## src/hdl/gmvg_pkg.sv

```systemverilog
// ----------------------------------------------------------------------------
// Grid mesh vertex generator package
// Shared types, register indexes, reset values and sizing constants.
// ----------------------------------------------------------------------------
package gmvg_pkg;

    // Default limit on the cell count of one axis.
    localparam int MAX_CELLS_DEF = 256;

    // Configuration port index width and register indexes.
    localparam int CFG_IDX_W = 3;
    typedef enum logic [CFG_IDX_W-1:0] {
        CFG_POS_TL    = 3'd0,
        CFG_POS_BR    = 3'd1,
        CFG_UV_ORIGIN = 3'd2,
        CFG_UV_SPAN   = 3'd3,
        CFG_GRID      = 3'd4,
        CFG_COLOR     = 3'd5
    } t_cfg_reg;

    // Reset values of the registers that do not clear to zero.
    localparam logic [15:0] GRID_CELLS_RST = 16'h0101;
    localparam logic [31:0] COLOR_RST      = 32'hFFFF_FFFF;

    // Magnitude width of every cell size dividend.
    localparam int DIV_W = 16;

    // Depth of the request queue between front and back.
    localparam int QDEPTH = 2;

    // Vertex sequence: TL, TR, BR, BR, BL, TL (bit k belongs to vertex k).
    localparam int          VTX_COUNT  = 6;
    localparam logic [2:0]  VTX_LAST   = 3'(VTX_COUNT - 1);
    localparam logic [5:0]  USE_RIGHT  = 6'b001110;
    localparam logic [5:0]  USE_BOTTOM = 6'b011100;

    // Cell size divider sequencing.
    typedef enum logic [1:0] {
        CALC_IDLE,
        CALC_LAUNCH,
        CALC_WAIT
    } t_calc_state;

    typedef enum logic [1:0] {
        SZ_CELL_W,
        SZ_CELL_H,
        SZ_UV_W,
        SZ_UV_H
    } t_size_sel;

    // One queued request: the cell to emit.
    typedef struct packed {
        logic [7:0] col;
        logic [7:0] row;
    } t_cell;

    // Queue status seen by both sides.
    typedef struct packed {
        logic full;
        logic empty;
    } t_q_status;

    // Grid origin values used by the back end.
    typedef struct packed {
        logic signed [15:0] tlx;
        logic signed [15:0] tly;
        logic signed [15:0] u0;
        logic signed [15:0] v0;
        logic        [31:0] color;
    } t_grid_cfg;

    // Per-cell steps derived from the configuration.
    typedef struct packed {
        logic signed [16:0] cw;
        logic signed [16:0] ch;
        logic signed [16:0] uw;
        logic signed [16:0] uh;
    } t_cell_size;

endpackage

```

## src/hdl/grid_mesh_vertex_generator.sv

```systemverilog
// ----------------------------------------------------------------------------
// Grid mesh vertex generator
// Turns grid cell requests into the six vertices of two triangles.
// ----------------------------------------------------------------------------
// Usage:
//   Configuration is written through i_cfg_valid / i_cfg_index / i_cfg_data;
//   o_cfg_ready is always high. Every write recomputes the cell width, cell
//   height and UV steps with one shared bit-serial divider: four divisions
//   in turn, so o_busy stays high until the last division is stored.
//   A request is accepted at a rising edge with i_start high and o_busy low;
//   i_cell_col and i_cell_row name the cell. Requests enter a two-entry
//   queue, so o_busy also rises when that queue is full.
//   The first vertex reaches the outputs through the queue, the three
//   corner stages and the output registers; the six vertices (TL, TR, BR,
//   BR, BL, TL) follow on consecutive cycles, each marked by o_strobe, the
//   sixth with o_last_vertex. Cells can go out back to back, set by the
//   single vertex port; the three-stage corner pipeline overlaps with
//   emission of the previous cell. The receiver cannot stall the outputs.
//   Reset (synchronous, active low) restores the register defaults, clears
//   the queue and the pipeline, and leaves the block ready at once.
// ----------------------------------------------------------------------------
module grid_mesh_vertex_generator #(
    parameter int MAX_CELLS_PER_AXIS = gmvg_pkg::MAX_CELLS_DEF
) (
    input  logic                            i_clk,
    input  logic                            i_rst_n,
    input  logic                            i_start,
    output logic                            o_busy,
    input  logic [7:0]                      i_cell_col,
    input  logic [7:0]                      i_cell_row,
    input  logic                            i_cfg_valid,
    output logic                            o_cfg_ready,
    input  logic [gmvg_pkg::CFG_IDX_W-1:0]  i_cfg_index,
    input  logic [31:0]                     i_cfg_data,
    output logic                            o_strobe,
    output logic signed [15:0]              o_vert_x,
    output logic signed [15:0]              o_vert_y,
    output logic signed [15:0]              o_tex_u,
    output logic signed [15:0]              o_tex_v,
    output logic [31:0]                     o_vert_color,
    output logic                            o_last_vertex
);
    import gmvg_pkg::*;

    logic       push, pop;
    t_cell      push_cell, head_cell;
    t_q_status  q_status;
    t_grid_cfg  grid;
    t_cell_size size;

    assign o_cfg_ready = 1'b1;

    // Configuration, cell sizing and request acceptance.
    gmvg_front #(
        .MAX_CELLS (MAX_CELLS_PER_AXIS)
    ) u_front (
        .i_clk       (i_clk),
        .i_rst_n     (i_rst_n),
        .i_cfg_valid (i_cfg_valid),
        .i_cfg_index (i_cfg_index),
        .i_cfg_data  (i_cfg_data),
        .i_start     (i_start),
        .i_cell_col  (i_cell_col),
        .i_cell_row  (i_cell_row),
        .i_q_status  (q_status),
        .o_busy      (o_busy),
        .o_push      (push),
        .o_cell      (push_cell),
        .o_grid      (grid),
        .o_size      (size)
    );

    // Request queue decoupling the two ends.
    gmvg_cell_queue u_queue (
        .i_clk    (i_clk),
        .i_rst_n  (i_rst_n),
        .i_push   (push),
        .i_cell   (push_cell),
        .i_pop    (pop),
        .o_cell   (head_cell),
        .o_status (q_status)
    );

    // Corner computation and vertex emission.
    gmvg_back u_back (
        .i_clk         (i_clk),
        .i_rst_n       (i_rst_n),
        .i_q_status    (q_status),
        .i_cell        (head_cell),
        .i_grid        (grid),
        .i_size        (size),
        .o_pop         (pop),
        .o_strobe      (o_strobe),
        .o_vert_x      (o_vert_x),
        .o_vert_y      (o_vert_y),
        .o_tex_u       (o_tex_u),
        .o_tex_v       (o_tex_v),
        .o_vert_color  (o_vert_color),
        .o_last_vertex (o_last_vertex)
    );

endmodule

```

## src/hdl/gmvg_divider.sv

```systemverilog
// ----------------------------------------------------------------------------
// Grid mesh vertex generator divider
// Restoring unsigned divider, one quotient bit per cycle.
// ----------------------------------------------------------------------------
module gmvg_divider #(
    parameter int DIVISOR_W = 9
) (
    input  logic                        i_clk,
    input  logic                        i_rst_n,
    input  logic                        i_start,
    input  logic [gmvg_pkg::DIV_W-1:0]  i_dividend,
    input  logic [DIVISOR_W-1:0]        i_divisor,
    output logic                        o_done,
    output logic [gmvg_pkg::DIV_W-1:0]  o_quotient
);
    import gmvg_pkg::*;

    localparam int CNT_W = $clog2(DIV_W);

    logic                 r_busy;
    logic                 r_done;
    logic [CNT_W-1:0]     r_cnt;
    logic [DIVISOR_W-1:0] r_rem;
    logic [DIV_W-1:0]     r_quo;

    logic [DIVISOR_W:0]   rem_sh;
    logic [DIVISOR_W:0]   rem_sub;
    logic                 take;

    // Shift in the next dividend bit and try to subtract the divisor.
    always_comb begin
        rem_sh  = {r_rem, r_quo[DIV_W-1]};
        take    = (rem_sh >= {1'b0, i_divisor});
        rem_sub = rem_sh - {1'b0, i_divisor};
    end

    // Control state.
    always_ff @(posedge i_clk) begin
        if (!i_rst_n) begin
            r_busy <= 1'b0;
            r_done <= 1'b0;
            r_cnt  <= '0;
        end else if (i_start) begin
            r_busy <= 1'b1;
            r_done <= 1'b0;
            r_cnt  <= '0;
        end else if (r_busy) begin
            r_cnt <= r_cnt + 1'b1;
            if (r_cnt == CNT_W'(DIV_W - 1)) begin
                r_busy <= 1'b0;
                r_done <= 1'b1;
            end
        end else begin
            r_done <= 1'b0;
        end
    end

    // Remainder and quotient shift register.
    always_ff @(posedge i_clk) begin
        if (i_start) begin
            r_rem <= '0;
            r_quo <= i_dividend;
        end else if (r_busy) begin
            r_rem <= take ? rem_sub[DIVISOR_W-1:0] : rem_sh[DIVISOR_W-1:0];
            r_quo <= {r_quo[DIV_W-2:0], take};
        end
    end

    assign o_done     = r_done;
    assign o_quotient = r_quo;

endmodule

```

## src/hdl/gmvg_front.sv

```systemverilog
// ----------------------------------------------------------------------------
// Grid mesh vertex generator front end
// Holds the configuration, derives the cell sizes and accepts requests.
// ----------------------------------------------------------------------------
module gmvg_front #(
    parameter int MAX_CELLS = gmvg_pkg::MAX_CELLS_DEF
) (
    input  logic                            i_clk,
    input  logic                            i_rst_n,
    input  logic                            i_cfg_valid,
    input  logic [gmvg_pkg::CFG_IDX_W-1:0]  i_cfg_index,
    input  logic [31:0]                     i_cfg_data,
    input  logic                            i_start,
    input  logic [7:0]                      i_cell_col,
    input  logic [7:0]                      i_cell_row,
    input  gmvg_pkg::t_q_status             i_q_status,
    output logic                            o_busy,
    output logic                            o_push,
    output gmvg_pkg::t_cell                 o_cell,
    output gmvg_pkg::t_grid_cfg             o_grid,
    output gmvg_pkg::t_cell_size            o_size
);
    import gmvg_pkg::*;

    localparam int CNT_W = $clog2(MAX_CELLS + 1);

    // Configuration registers.
    logic [31:0] r_pos_tl;
    logic [31:0] r_pos_br;
    logic [31:0] r_uv_org;
    logic [31:0] r_uv_span;
    logic [15:0] r_grid;
    logic [31:0] r_color;

    // Cell size sequencer.
    t_calc_state        r_state, n_state;
    t_size_sel          r_sel, n_sel;
    logic signed [16:0] r_cw, r_ch, r_uw, r_uh;

    logic               store;
    logic [CNT_W-1:0]   cnt_x, cnt_y;
    logic [CNT_W-1:0]   divisor;
    logic signed [16:0] dividend;
    logic               neg;
    logic [16:0]        mag;
    logic               div_done;
    logic [DIV_W-1:0]   div_quo;
    logic signed [16:0] quo_signed;

    // Register writes.
    always_ff @(posedge i_clk) begin
        if (!i_rst_n) begin
            r_pos_tl  <= '0;
            r_pos_br  <= '0;
            r_uv_org  <= '0;
            r_uv_span <= '0;
            r_grid    <= GRID_CELLS_RST;
            r_color   <= COLOR_RST;
        end else if (i_cfg_valid) begin
            case (i_cfg_index)
                CFG_POS_TL:    r_pos_tl  <= i_cfg_data;
                CFG_POS_BR:    r_pos_br  <= i_cfg_data;
                CFG_UV_ORIGIN: r_uv_org  <= i_cfg_data;
                CFG_UV_SPAN:   r_uv_span <= i_cfg_data;
                CFG_GRID:      r_grid    <= i_cfg_data[15:0];
                CFG_COLOR:     r_color   <= i_cfg_data;
                default: ;
            endcase
        end
    end

    // Effective counts: zero is used as one, large counts are clipped.
    always_comb begin
        if (r_grid[7:0] == 8'd0) begin
            cnt_x = CNT_W'(1);
        end else if ({1'b0, r_grid[7:0]} > 9'(MAX_CELLS)) begin
            cnt_x = CNT_W'(MAX_CELLS);
        end else begin
            cnt_x = CNT_W'(r_grid[7:0]);
        end
        if (r_grid[15:8] == 8'd0) begin
            cnt_y = CNT_W'(1);
        end else if ({1'b0, r_grid[15:8]} > 9'(MAX_CELLS)) begin
            cnt_y = CNT_W'(MAX_CELLS);
        end else begin
            cnt_y = CNT_W'(r_grid[15:8]);
        end
    end

    // Operand selection for the current size; the divisor is always positive.
    always_comb begin
        case (r_sel)
            SZ_CELL_W: begin
                dividend = {r_pos_br[15], r_pos_br[15:0]} - {r_pos_tl[15], r_pos_tl[15:0]};
                divisor  = cnt_x;
            end
            SZ_CELL_H: begin
                dividend = {r_pos_tl[31], r_pos_tl[31:16]}
                         - {r_pos_br[31], r_pos_br[31:16]};
                divisor  = cnt_y;
            end
            SZ_UV_W: begin
                dividend = {r_uv_span[15], r_uv_span[15:0]};
                divisor  = cnt_x;
            end
            SZ_UV_H: begin
                dividend = {r_uv_span[31], r_uv_span[31:16]};
                divisor  = cnt_y;
            end
            default: begin
                dividend = '0;
                divisor  = cnt_x;
            end
        endcase
        neg        = dividend[16];
        mag        = neg ? (17'd0 - dividend) : dividend;
        quo_signed = neg ? (17'sd0 - $signed({1'b0, div_quo})) : $signed({1'b0, div_quo});
    end

    gmvg_divider #(
        .DIVISOR_W (CNT_W)
    ) u_divider (
        .i_clk      (i_clk),
        .i_rst_n    (i_rst_n),
        .i_start    (r_state == CALC_LAUNCH),
        .i_dividend (mag[DIV_W-1:0]),
        .i_divisor  (divisor),
        .o_done     (div_done),
        .o_quotient (div_quo)
    );

    // Sequencer state register.
    always_ff @(posedge i_clk) begin
        if (!i_rst_n) begin
            r_state <= CALC_IDLE;
            r_sel   <= SZ_CELL_W;
        end else begin
            r_state <= n_state;
            r_sel   <= n_sel;
        end
    end

    // Any register write restarts the four divisions.
    always_comb begin
        n_state = r_state;
        n_sel   = r_sel;
        store   = 1'b0;
        if (i_cfg_valid) begin
            n_state = CALC_LAUNCH;
            n_sel   = SZ_CELL_W;
        end else begin
            case (r_state)
                CALC_IDLE:   n_state = CALC_IDLE;
                CALC_LAUNCH: n_state = CALC_WAIT;
                CALC_WAIT: begin
                    if (div_done) begin
                        store = 1'b1;
                        case (r_sel)
                            SZ_CELL_W: begin
                                n_sel   = SZ_CELL_H;
                                n_state = CALC_LAUNCH;
                            end
                            SZ_CELL_H: begin
                                n_sel   = SZ_UV_W;
                                n_state = CALC_LAUNCH;
                            end
                            SZ_UV_W: begin
                                n_sel   = SZ_UV_H;
                                n_state = CALC_LAUNCH;
                            end
                            default: n_state = CALC_IDLE;
                        endcase
                    end
                end
                default: n_state = CALC_IDLE;
            endcase
        end
    end

    // Cell size registers; zero matches the reset geometry.
    always_ff @(posedge i_clk) begin
        if (!i_rst_n) begin
            r_cw <= '0;
            r_ch <= '0;
            r_uw <= '0;
            r_uh <= '0;
        end else if (store) begin
            case (r_sel)
                SZ_CELL_W: r_cw <= quo_signed;
                SZ_CELL_H: r_ch <= quo_signed;
                SZ_UV_W:   r_uw <= quo_signed;
                SZ_UV_H:   r_uh <= quo_signed;
                default: ;
            endcase
        end
    end

    // Request acceptance into the queue.
    assign o_busy     = (r_state != CALC_IDLE) || i_q_status.full;
    assign o_push     = i_start && !o_busy;
    assign o_cell.col = i_cell_col;
    assign o_cell.row = i_cell_row;

    assign o_grid.tlx   = r_pos_tl[15:0];
    assign o_grid.tly   = r_pos_tl[31:16];
    assign o_grid.u0    = r_uv_org[15:0];
    assign o_grid.v0    = r_uv_org[31:16];
    assign o_grid.color = r_color;

    assign o_size.cw = r_cw;
    assign o_size.ch = r_ch;
    assign o_size.uw = r_uw;
    assign o_size.uh = r_uh;

endmodule

```

## src/hdl/gmvg_cell_queue.sv

```systemverilog
// ----------------------------------------------------------------------------
// Grid mesh vertex generator request queue
// Small FIFO of cell requests between the front and back ends.
// ----------------------------------------------------------------------------
module gmvg_cell_queue (
    input  logic              i_clk,
    input  logic              i_rst_n,
    input  logic              i_push,
    input  gmvg_pkg::t_cell   i_cell,
    input  logic              i_pop,
    output gmvg_pkg::t_cell   o_cell,
    output gmvg_pkg::t_q_status o_status
);
    import gmvg_pkg::*;

    localparam int PTR_W   = (QDEPTH > 1) ? $clog2(QDEPTH) : 1;
    localparam int COUNT_W = $clog2(QDEPTH + 1);

    t_cell              r_mem [QDEPTH];
    logic [PTR_W-1:0]   r_wr_ptr;
    logic [PTR_W-1:0]   r_rd_ptr;
    logic [COUNT_W-1:0] r_count;

    logic do_push, do_pop;

    assign do_push = i_push && (r_count != COUNT_W'(QDEPTH));
    assign do_pop  = i_pop && (r_count != '0);

    // Pointers and fill count.
    always_ff @(posedge i_clk) begin
        if (!i_rst_n) begin
            r_wr_ptr <= '0;
            r_rd_ptr <= '0;
            r_count  <= '0;
        end else begin
            if (do_push) begin
                r_wr_ptr <= (r_wr_ptr == PTR_W'(QDEPTH - 1)) ? '0 : r_wr_ptr + 1'b1;
            end
            if (do_pop) begin
                r_rd_ptr <= (r_rd_ptr == PTR_W'(QDEPTH - 1)) ? '0 : r_rd_ptr + 1'b1;
            end
            case ({do_push, do_pop})
                2'b10:   r_count <= r_count + 1'b1;
                2'b01:   r_count <= r_count - 1'b1;
                default: r_count <= r_count;
            endcase
        end
    end

    // Entry storage.
    always_ff @(posedge i_clk) begin
        if (do_push) begin
            r_mem[r_wr_ptr] <= i_cell;
        end
    end

    assign o_cell          = r_mem[r_rd_ptr];
    assign o_status.full   = (r_count == COUNT_W'(QDEPTH));
    assign o_status.empty  = (r_count == '0);

endmodule

```

## src/hdl/gmvg_back.sv

```systemverilog
// ----------------------------------------------------------------------------
// Grid mesh vertex generator back end
// Computes the cell corners in three stages and emits six vertices.
// ----------------------------------------------------------------------------
module gmvg_back (
    input  logic                    i_clk,
    input  logic                    i_rst_n,
    input  gmvg_pkg::t_q_status     i_q_status,
    input  gmvg_pkg::t_cell         i_cell,
    input  gmvg_pkg::t_grid_cfg     i_grid,
    input  gmvg_pkg::t_cell_size    i_size,
    output logic                    o_pop,
    output logic                    o_strobe,
    output logic signed [15:0]      o_vert_x,
    output logic signed [15:0]      o_vert_y,
    output logic signed [15:0]      o_tex_u,
    output logic signed [15:0]      o_tex_v,
    output logic [31:0]             o_vert_color,
    output logic                    o_last_vertex
);
    import gmvg_pkg::*;

    // Clamp an exact coordinate to the signed 16-bit range.
    function automatic logic [15:0] sat16(input logic signed [27:0] v);
        if (v > 28'sd32767) begin
            return 16'h7FFF;
        end else if (v < -28'sd32768) begin
            return 16'h8000;
        end else begin
            return v[15:0];
        end
    endfunction

    logic signed [16:0] cw, ch, uw, uh;
    logic signed [15:0] tlx, tly, u0, v0;

    // Stage one: the request taken from the queue.
    logic       r_s1_valid;
    logic [7:0] r_s1_col, r_s1_row;

    // Stage two: index times step products.
    logic               r_s2_valid;
    logic signed [25:0] r_px, r_py, r_pu, r_pv;
    logic signed [25:0] n_px, n_py, n_pu, n_pv;

    // Stage three: the eight corner coordinates, held while emitting.
    logic        r_s3_valid;
    logic [2:0]  r_vtx;
    logic [15:0] r_xl, r_xr, r_yt, r_yb, r_ul, r_ur, r_vt, r_vb;

    logic signed [27:0] xl, xr, yt, yb, ul, ur, vt, vb;

    // Output registers.
    logic        r_strobe, r_last;
    logic [15:0] r_x, r_y, r_u, r_v;
    logic [31:0] r_color;

    logic s3_done, s3_free, s2_move, s2_free, s1_move, s1_free;

    assign cw  = i_size.cw;
    assign ch  = i_size.ch;
    assign uw  = i_size.uw;
    assign uh  = i_size.uh;
    assign tlx = i_grid.tlx;
    assign tly = i_grid.tly;
    assign u0  = i_grid.u0;
    assign v0  = i_grid.v0;

    // Stage handshakes: each stage moves when the one after it frees up.
    assign s3_done = r_s3_valid && (r_vtx == VTX_LAST);
    assign s3_free = !r_s3_valid || s3_done;
    assign s2_move = r_s2_valid && s3_free;
    assign s2_free = !r_s2_valid || s3_free;
    assign s1_move = r_s1_valid && s2_free;
    assign s1_free = !r_s1_valid || s2_free;
    assign o_pop   = !i_q_status.empty && s1_free;

    // Products of the cell index and the per-cell step.
    always_comb begin
        n_px = $signed({1'b0, r_s1_col}) * cw;
        n_py = $signed({1'b0, r_s1_row}) * ch;
        n_pu = $signed({1'b0, r_s1_col}) * uw;
        n_pv = $signed({1'b0, r_s1_row}) * uh;
    end

    // Near and far edges; y runs downward as the row grows.
    always_comb begin
        xl = 28'(tlx) + 28'(r_px);
        xr = xl + 28'(cw);
        yt = 28'(tly) - 28'(r_py);
        yb = yt - 28'(ch);
        ul = 28'(u0) + 28'(r_pu);
        ur = ul + 28'(uw);
        vt = 28'(v0) + 28'(r_pv);
        vb = vt + 28'(uh);
    end

    // Stage valid bits and the vertex counter.
    always_ff @(posedge i_clk) begin
        if (!i_rst_n) begin
            r_s1_valid <= 1'b0;
            r_s2_valid <= 1'b0;
            r_s3_valid <= 1'b0;
            r_vtx      <= '0;
            r_strobe   <= 1'b0;
            r_last     <= 1'b0;
        end else begin
            if (s1_free) begin
                r_s1_valid <= o_pop;
            end
            if (s2_free) begin
                r_s2_valid <= s1_move;
            end
            if (s3_free) begin
                r_s3_valid <= s2_move;
            end
            if (r_s3_valid) begin
                r_vtx <= s3_done ? '0 : r_vtx + 1'b1;
            end
            r_strobe <= r_s3_valid;
            r_last   <= s3_done;
        end
    end

    // Stage payloads.
    always_ff @(posedge i_clk) begin
        if (o_pop) begin
            r_s1_col <= i_cell.col;
            r_s1_row <= i_cell.row;
        end
        if (s1_move) begin
            r_px <= n_px;
            r_py <= n_py;
            r_pu <= n_pu;
            r_pv <= n_pv;
        end
        if (s2_move) begin
            r_xl <= sat16(xl);
            r_xr <= sat16(xr);
            r_yt <= sat16(yt);
            r_yb <= sat16(yb);
            r_ul <= sat16(ul);
            r_ur <= sat16(ur);
            r_vt <= sat16(vt);
            r_vb <= sat16(vb);
        end
    end

    // Pick the corner of the current vertex.
    always_ff @(posedge i_clk) begin
        if (r_s3_valid) begin
            r_x     <= USE_RIGHT[r_vtx]  ? r_xr : r_xl;
            r_u     <= USE_RIGHT[r_vtx]  ? r_ur : r_ul;
            r_y     <= USE_BOTTOM[r_vtx] ? r_yb : r_yt;
            r_v     <= USE_BOTTOM[r_vtx] ? r_vb : r_vt;
            r_color <= i_grid.color;
        end
    end

    assign o_strobe      = r_strobe;
    assign o_vert_x      = r_x;
    assign o_vert_y      = r_y;
    assign o_tex_u       = r_u;
    assign o_tex_v       = r_v;
    assign o_vert_color  = r_color;
    assign o_last_vertex = r_last;

endmodule

```

## config.mk

```make
export PLATFORM = sky130hd
export DESIGN_NAME = grid_mesh_vertex_generator
export DESIGN_NICKNAME = d
export VERILOG_FILES = /design/src/hdl/gmvg_pkg.sv /design/src/hdl/grid_mesh_vertex_generator.sv /design/src/hdl/gmvg_divider.sv /design/src/hdl/gmvg_front.sv /design/src/hdl/gmvg_cell_queue.sv /design/src/hdl/gmvg_back.sv
export SDC_FILE = /design/constraint.sdc
export NUM_CORES = 2
export LEC_CHECK = 0
export BUFFER_PORTS_ARGS = -buffer_cell sky130_fd_sc_hd__buf_4
export CAP_MARGIN = 30
export CORE_MARGIN = 2
export CORE_UTILIZATION = 55
export CTS_BUF_LIST = sky130_fd_sc_hd__clkbuf_4 sky130_fd_sc_hd__clkbuf_8
export CTS_CLUSTER_DIAMETER = 150
export DETAILED_ROUTE_END_ITERATION = 10
export PLACE_DENSITY_LB_ADDON = 0.25
export SYNTH_ARGS = -nofsm -noshare
export SYNTH_HDL_FRONTEND = slang
export SYNTH_SLANG_ARGS = --single-unit
```

## constraint.sdc

```tcl
create_clock -name i_clk -period 24.2 [get_ports i_clk]
set_clock_uncertainty 0.2 [all_clocks]
set_input_delay 1.21 -clock i_clk [delete_from_list [all_inputs] [get_ports i_clk]]
set_output_delay 1.21 -clock i_clk [all_outputs]
set_load 0.005 [all_outputs]
```

== After elaboration in Yosys (flattened, before gate mapping) ==
Memory sizes are Yosys's and may differ from the RTL's. A register that Yosys moved wholly into a read port is not among the register bits.
Index checks and enable logic that the tools add are counted.

* Output and inout bits: 100
* Bits of input ports: 55
* Memory bits (writable): 32
* Logic and storage cells: 199
* ROM bits: 16
* Memories: 3
* Bits in registers: 619

{| class="wikitable"
|+ Memory list
! name !! words !! bits a word !! rd ports !! clocked after Yosys merged registers in !! wr ports !! line !! text
|-
| u_queue.r_mem || 2 || 16 || 1 || 1 || 1 || gmvg_cell_queue.sv:19 || <nowiki>t_cell r_mem [QDEPTH];</nowiki>
|-
| (no name shown) || 8 || 1 || 1 || 1 || 0 || gmvg_back.sv:152 || <nowiki>r_x <= USE_RIGHT[r_vtx] ? r_xr : r_xl;</nowiki>
|-
| (no name shown) || 8 || 1 || 1 || 1 || 0 || gmvg_back.sv:154 || <nowiki>r_y <= USE_BOTTOM[r_vtx] ? r_yb : r_yt;</nowiki>
|}

* Multipliers: 4
* Magnitude comparators: 20
* Multiplexer cells: 46
* Add/subtract/negate cells: 19
* Reductions and logical operators: 43
* Equal/unequal tests: 18
* Bitwise logic cells: 2

{| class="wikitable"
|+ Operators by type and width
! operator !! count
|-
| $mux W16 || 15
|-
| $gt A28 B16 Y1 const B || 4
|-
| $lt A28 B16 Y1 const B || 4
|-
| $gt A27 B16 Y1 const B || 4
|-
| $lt A27 B16 Y1 const B || 4
|-
| $mul A9 B17 Y26 || 4
|-
| $add A27 B17 Y28 || 3
|-
| $add A16 B26 Y27 || 3
|-
| $pmux W17 S4 || 1
|-
| $mux W9 || 5
|-
| $sub A16 B16 Y17 || 2
|-
| $sub A27 B17 Y28 || 1
|-
| $sub A16 B26 Y27 || 1
|-
| $reduce_and A2 Y1 || 10
|-
| $gt A8 B9 Y1 const B || 2
|-
| $pmux W9 S2 || 1
|-
| $mux W17 || 1
|-
| $sub A1 B16 Y17 const A || 1
|-
| $logic_not A8 Y1 || 2
|-
| $sub A1 B16 Y16 const A || 1
|-
| $mux W3 || 5
|-
| $mux W1 || 14
|-
| $eq A2 B2 Y1 const B || 5
|-
| $ge A10 B9 Y1 || 1
|-
| other kinds (28) || 58
|}

== Logic depth before layout (Yosys ltp) ==
* Depth in word-level cells: 9
* Mapped depth: 27
* Gate-level depth less buffers: 26

== By module ==
Synthesis repeated with hierarchy kept, for this count alone.

* Cell total of the unflattened synthesis: 6,223
* Area, all modules: 58,059.4 um2

{| class="wikitable"
|+ Modules (own cells, without submodules)
! module !! area an instance (um2) !! times used !! seq. area each (um2) !! cells each
|-
| gmvg_back || 42,738.5 || 1 || 10,530.1 || 4,458
|-
| gmvg_front || 12,159.2 || 1 || 4,964.8 || 1,527
|-
| gmvg_divider || 1,762.9 || 1 || 780.7 || 160
|-
| gmvg_cell_queue || 1,387.6 || 1 || 1,061.0 || 76
|-
| grid_mesh_vertex_generator || 11.3 || 1 || 0.0 || 2
|}

== Worst setup path after synthesis ==
Ideal clock, no wire load.

* Kind: register to register
* Start point: register u_back.r_s3_valid
* End point: register u_back.r_pu[0], enable pin
* Arrival time: 9,510 ps
* Cell stages (with the launch flop): 3
* Required time: 23,275 ps
* Setup time: 725 ps
* Path slack: 13,765 ps
* Buffers on the path: 0
* Period minus slack after synthesis: 10,435 ps
* Cell sequence: dfxtp_1 > and2_1 > a21boi_0

* Word-level cells in the longest chain between the ends: 4
* Elaborated cells between the ends (all ways): 5
* Classes of those cells: reduce/logical: 5

{| class="wikitable"
|+ Ends and longest elaborated chain
! item !! line !! text
|-
| start: declaration || gmvg_back.sv:47 || <nowiki>logic r_s3_valid;</nowiki>
|-
| start signal: assignment || gmvg_back.sv:115 || <nowiki>r_s3_valid <= s2_move;</nowiki>
|-
| $logic_not A1 Y1 / $logic_and A1 B1 Y1 (equally long branches) || gmvg_back.sv:71, gmvg_back.sv:70 ||
|-
| $logic_or A1 B1 Y1 * || gmvg_back.sv:71 || <nowiki>assign s3_free = !r_s3_valid || s3_done;</nowiki>
|-
| $logic_or A1 B1 Y1 * || gmvg_back.sv:73 || <nowiki>assign s2_free = !r_s2_valid || s3_free;</nowiki>
|-
| $logic_and A1 B1 Y1 * || gmvg_back.sv:74 || <nowiki>assign s1_move = r_s1_valid && s2_free;</nowiki>
|-
| via u_back.s1_move || gmvg_back.sv:58 || <nowiki>logic s3_done, s3_free, s2_move, s2_free, s1_move, s1_free;</nowiki>
|-
| end signal: assignment || gmvg_back.sv:134 || <nowiki>r_pu <= n_pu;</nowiki>
|-
| end: declaration || gmvg_back.sv:43 || <nowiki>logic signed [25:0] r_px, r_py, r_pu, r_pv;</nowiki>
|}

The timed path passes the listed nets; every way through them passes the cells marked *.
A chain may end at the register's enable or synchronous reset.

== Worst setup path in the final report ==
* Start point: register u_back.r_s1_col[0] (read register of u_queue.r_mem)
* End point: register u_back.r_px[25], data pin

* Word-level cells in the longest chain between the ends: 1

{| class="wikitable"
|+ Ends and longest elaborated chain
! item !! line !! text
|-
| start: declaration || gmvg_back.sv:39 || <nowiki>logic [7:0] r_s1_col, r_s1_row;</nowiki>
|-
| $mul A9 B17 Y26 || gmvg_back.sv:80 || <nowiki>n_px = $signed({1'b0, r_s1_col}) * cw;</nowiki>
|-
| via u_back.n_px[25] || gmvg_back.sv:44 || <nowiki>logic signed [25:0] n_px, n_py, n_pu, n_pv;</nowiki>
|-
| end signal: assignment || gmvg_back.sv:132 || <nowiki>r_px <= n_px;</nowiki>
|-
| end: declaration || gmvg_back.sv:43 ||
|}

The timed path passes the listed nets, and every way through them passes these cells.

==> flow_metrics.env <==
export IMPL_yosysSeqAreaShare_pct=30.6
export IMPL_grt_pass1_wl_um=225000
export IMPL_yosysMostFrequentCell="inv_1"
export IMPL_ir_drop_v=0.0000649
export IMPL_root_buffer="clkbuf_8"
export IMPL_worstHoldStart="u_front.r_color[20]"
export IMPL_h_tree_depth=3
export IMPL_cts_resized=0
export IMPL_post_place_ws_ns=17.71
export IMPL_dieArea_mm2=0.105
export IMPL_tightest_slew_ns=1.07
export IMPL_post_route_cell_area_mm2=0.0615
export IMPL_yosysTopAreaCellShare_pct=20.8
export IMPL_hp_class="reg2reg"
export IMPL_overflow=0
export IMPL_synth_edff_count=392
export IMPL_dpl_hpwl_um=106000
export IMPL_tns_ns=0
export IMPL_slowest_delay_ns=0.70
export IMPL_rrSetupSlack_ns=17.58
export IMPL_hold_ws_ns=0.212
export IMPL_finalCoreUtilization_pct=60.3
export IMPL_io_pins=155
export IMPL_crit_required_ns=24.54
export IMPL_post_cts_setup_buffer_count=0
export IMPL_r2r_cells=22
export IMPL_holdPathEnd="u_back.o_vert_color[20]"
export IMPL_netlist_instances=5983
export IMPL_p_per_area_mw_per_mm2=55.8
export IMPL_syn_num_nets=6969
export IMPL_rsz0062_at_grt="no"
export IMPL_initial_core_util_pct=55.5
export IMPL_critPathKind="reg2reg"
export IMPL_fin_crit_ns=6.62
export IMPL_coreArea_mm2=0.102
export IMPL_p_int_mw=2.26
export IMPL_track_usage_pct=26.4
export IMPL_cp_cell_sequence="buf_4, nand2_1, fa_1, fa_1, inv_1, ha_1, inv_1, fa_1, inv_1, ha_1, a21o_1, a21o_1, a21oi_1, o21ai_0, a211oi_1, a22oi_1, a41oi_1, a21oi_1, and4_1, a2111oi_0, a21oi_1, xnor2_1"
export IMPL_clockBufferDepth=3
export IMPL_drv_slew=0
export IMPL_cp_start_kind="flip-flop"
export IMPL_status="completed"
export IMPL_p_clk_share_pct=31.5
export IMPL_cts_buffers=114
export IMPL_final_nets=7079
export IMPL_drc=0
export IMPL_finalWirelength_um=138000
export IMPL_layout_drive_gt1_share_pct=8.81
export IMPL_ys_top_cells_by_area="edfxtp_1, fa_1, ha_1"
export IMPL_place_area_mm2=0.0590
export IMPL_antenna_found_initial=2
export IMPL_yosysTopAreaCell="edfxtp_1"
export IMPL_grt_max_degree=143
export IMPL_avgSynthCellArea_um2=9.44
export IMPL_setup_violations_final=0
export IMPL_syn2layout_area_growth_pct=8.76
export IMPL_clkTransAtPathRegs_ns=0.06
export IMPL_firstDrtPassIters=7
export IMPL_relSlewSlack_pct=27.7
export IMPL_reg2reg_from="u_back.r_s1_col[0]"
export IMPL_pwr_share_comb_pct=27.0
export IMPL_clkSinkCount=669
export IMPL_placed_cells=7343
export IMPL_timing_final_crit_share_pct=27.4
export IMPL_synth_ff_type="edfxtp_1"
export IMPL_hold_buffers=0
export IMPL_insertion_delay_ns=0.82
export IMPL_gp_congestion=0.939
export IMPL_yosysWarnings=0
export IMPL_fmax_mhz=151
export IMPL_io_buffers=153
export IMPL_synth_area_mm2=0.0565
export IMPL_wl_per_cell_um=18.3
export IMPL_async_reset_ff_share_pct=0
export IMPL_drv_cap=0
export IMPL_r2r_end="u_back.r_px[25]"
export IMPL_power_switching_mw=1.17
export IMPL_grt_pass1_vias=43200
export IMPL_layout_setup_ws_ns=17.58
export IMPL_fp_dieH_um=325
export IMPL_cp_slowest_cell="a2111oi_0"
export IMPL_via_per_inst=5.65
export IMPL_finalHoldViolCount=0
export IMPL_cts_tree="built"
export IMPL_vias=42700
export IMPL_synth_top_cells_by_count="inv_1, nand2_1, ha_1"
export IMPL_seqPwrFrac_pct=41.5
export IMPL_synth_distinct_cells=100
export IMPL_synth_seq_cells=669
export IMPL_fin_cells=7558
export IMPL_postRouteAntennaNets=0
export IMPL_critical_path_arrival_ns=6.96
export IMPL_die_w_um=325
export IMPL_drt_iter0_markers=3062
export IMPL_leakage_nw=28.3
export IMPL_core_rowCount=117
export IMPL_min_path_cells=0
export IMPL_p_sw_share_pct=34.2
export IMPL_end_kind="flip-flop"
export IMPL_cp_max_fo=34
export IMPL_total_power_mw=3.43
-- state kept, by name (all words and copies together), names as in the netlist, 17 cells and up, named ones only --
| register | flops |
|---|---|
| u_back.r_pu | 26 |
| u_front.r_uh | 17 |
| u_front.r_uv_span | 32 |
| u_back.r_pv | 26 |
| u_front.r_cw | 17 |
| u_front.r_pos_tl | 32 |
| u_front.r_color | 32 |
| u_front.r_pos_br | 32 |
| u_front.r_uw | 17 |
| u_back.o_vert_color | 32 |
| u_queue.r_mem | 32 |
| u_front.r_ch | 17 |
| u_back.r_px | 26 |
| u_front.r_uv_org | 32 |
| u_back.r_py | 26 |
-- cells by family after synthesis --
kind of cell	share of synthesized area [%]
AND/OR/NAND/NOR	14.4
AO/OA/AOI/OAI	14.6
buffers and inverters	6.69
adder cells (fa/ha/maj)	26.5
flip-flops	30.6
XOR/XNOR	5.13
multiplexers	2.04
other	0.00664
-- power groups by stage --
stage / Clock [mW] / Sequential [mW] / Combinational (mW)
floorplan: 0 / 1.46 / 0.612
global placement: 0 / 1.44 / 0.901
detailed placement: 0 / 1.45 / 0.916
CTS: 1.10 / 1.42 / 0.922
global route: 1.15 / 1.44 / 1.01
finish: 1.08 / 1.42 / 0.928
-- worst max-delay path by stage --
stage / start / endpoint / slack [ns] / cells after the start
after floorplan: u_back.r_s3_valid / u_back.r_pu[0] / 13.77 / 2
after global placement: u_back.r_s1_col[0] / u_back.r_px[25] / 17.86 / 22
after detailed placement: u_back.r_s1_col[0] / u_back.r_px[25] / 17.71 / 22
after CTS: u_back.r_s1_col[0] / u_back.r_px[25] / 17.61 / 22
after global routing: u_back.r_s1_col[0] / u_back.r_px[25] / 17.10 / 22
final: u_back.r_s1_col[0] / u_back.r_px[25] / 17.58 / 22
-- worst max-delay path, delay by kind of cell, from the launching register on --
family	cells	cell delay (ns)
AO/OA/AOI/OAI	10	2.69
adder cells (fa/ha/maj)	5	2.07
buffers and inverters	4	0.50
AND/OR/NAND/NOR	2	0.38
flip-flops	1	0.33
XOR/XNOR	1	0.17
-- final cells by class --
cell class              count  area [µm²]
well taps                1368        1710
clock inverters            48         392
flip-flops and latches    669       17300
diodes                      1        2.50
multi-input cells        4316       35500
inverters                 790        2970
fillers                  8721       40400
clock buffers             164        2010
repair buffers            202        1600
-- metal layers --
| metal | GRT usage [%] | share of wire, % |
|---|---|---|
| met5 | 0 | 0 |
| met4 | 8.74 | 2.9 |
| met3 | 3.76 | 6.3 |
| met2 | 43.6 | 47 |
| met1 | 35.7 | 44 |
-- cells in the final DEF (no fill, tap or decap), types with 24 or more instances in the layout --
cell type and count:
a21boi_0 164, mux2_2 82, a211oi_1 28, nor2b_1 54, buf_4 195, o21a_1 40, ha_1 488, and2_1 375
nor2_1 207, nor3_1 48, xor2_1 129, a21o_1 144, a21oi_1 303, inv_1 789, o21bai_1 32, nand3_1 92
a31oi_1 40, nand2_1 721, clkbuf_4 39, o21ai_0 286, clkbuf_8 125, o21ai_1 29, edfxtp_1 392, nand4_1 24
fa_1 443, nand2b_1 48, and3_1 25, dfxtp_1 276, xnor2_1 200
(Power assumes the default switching activity.)
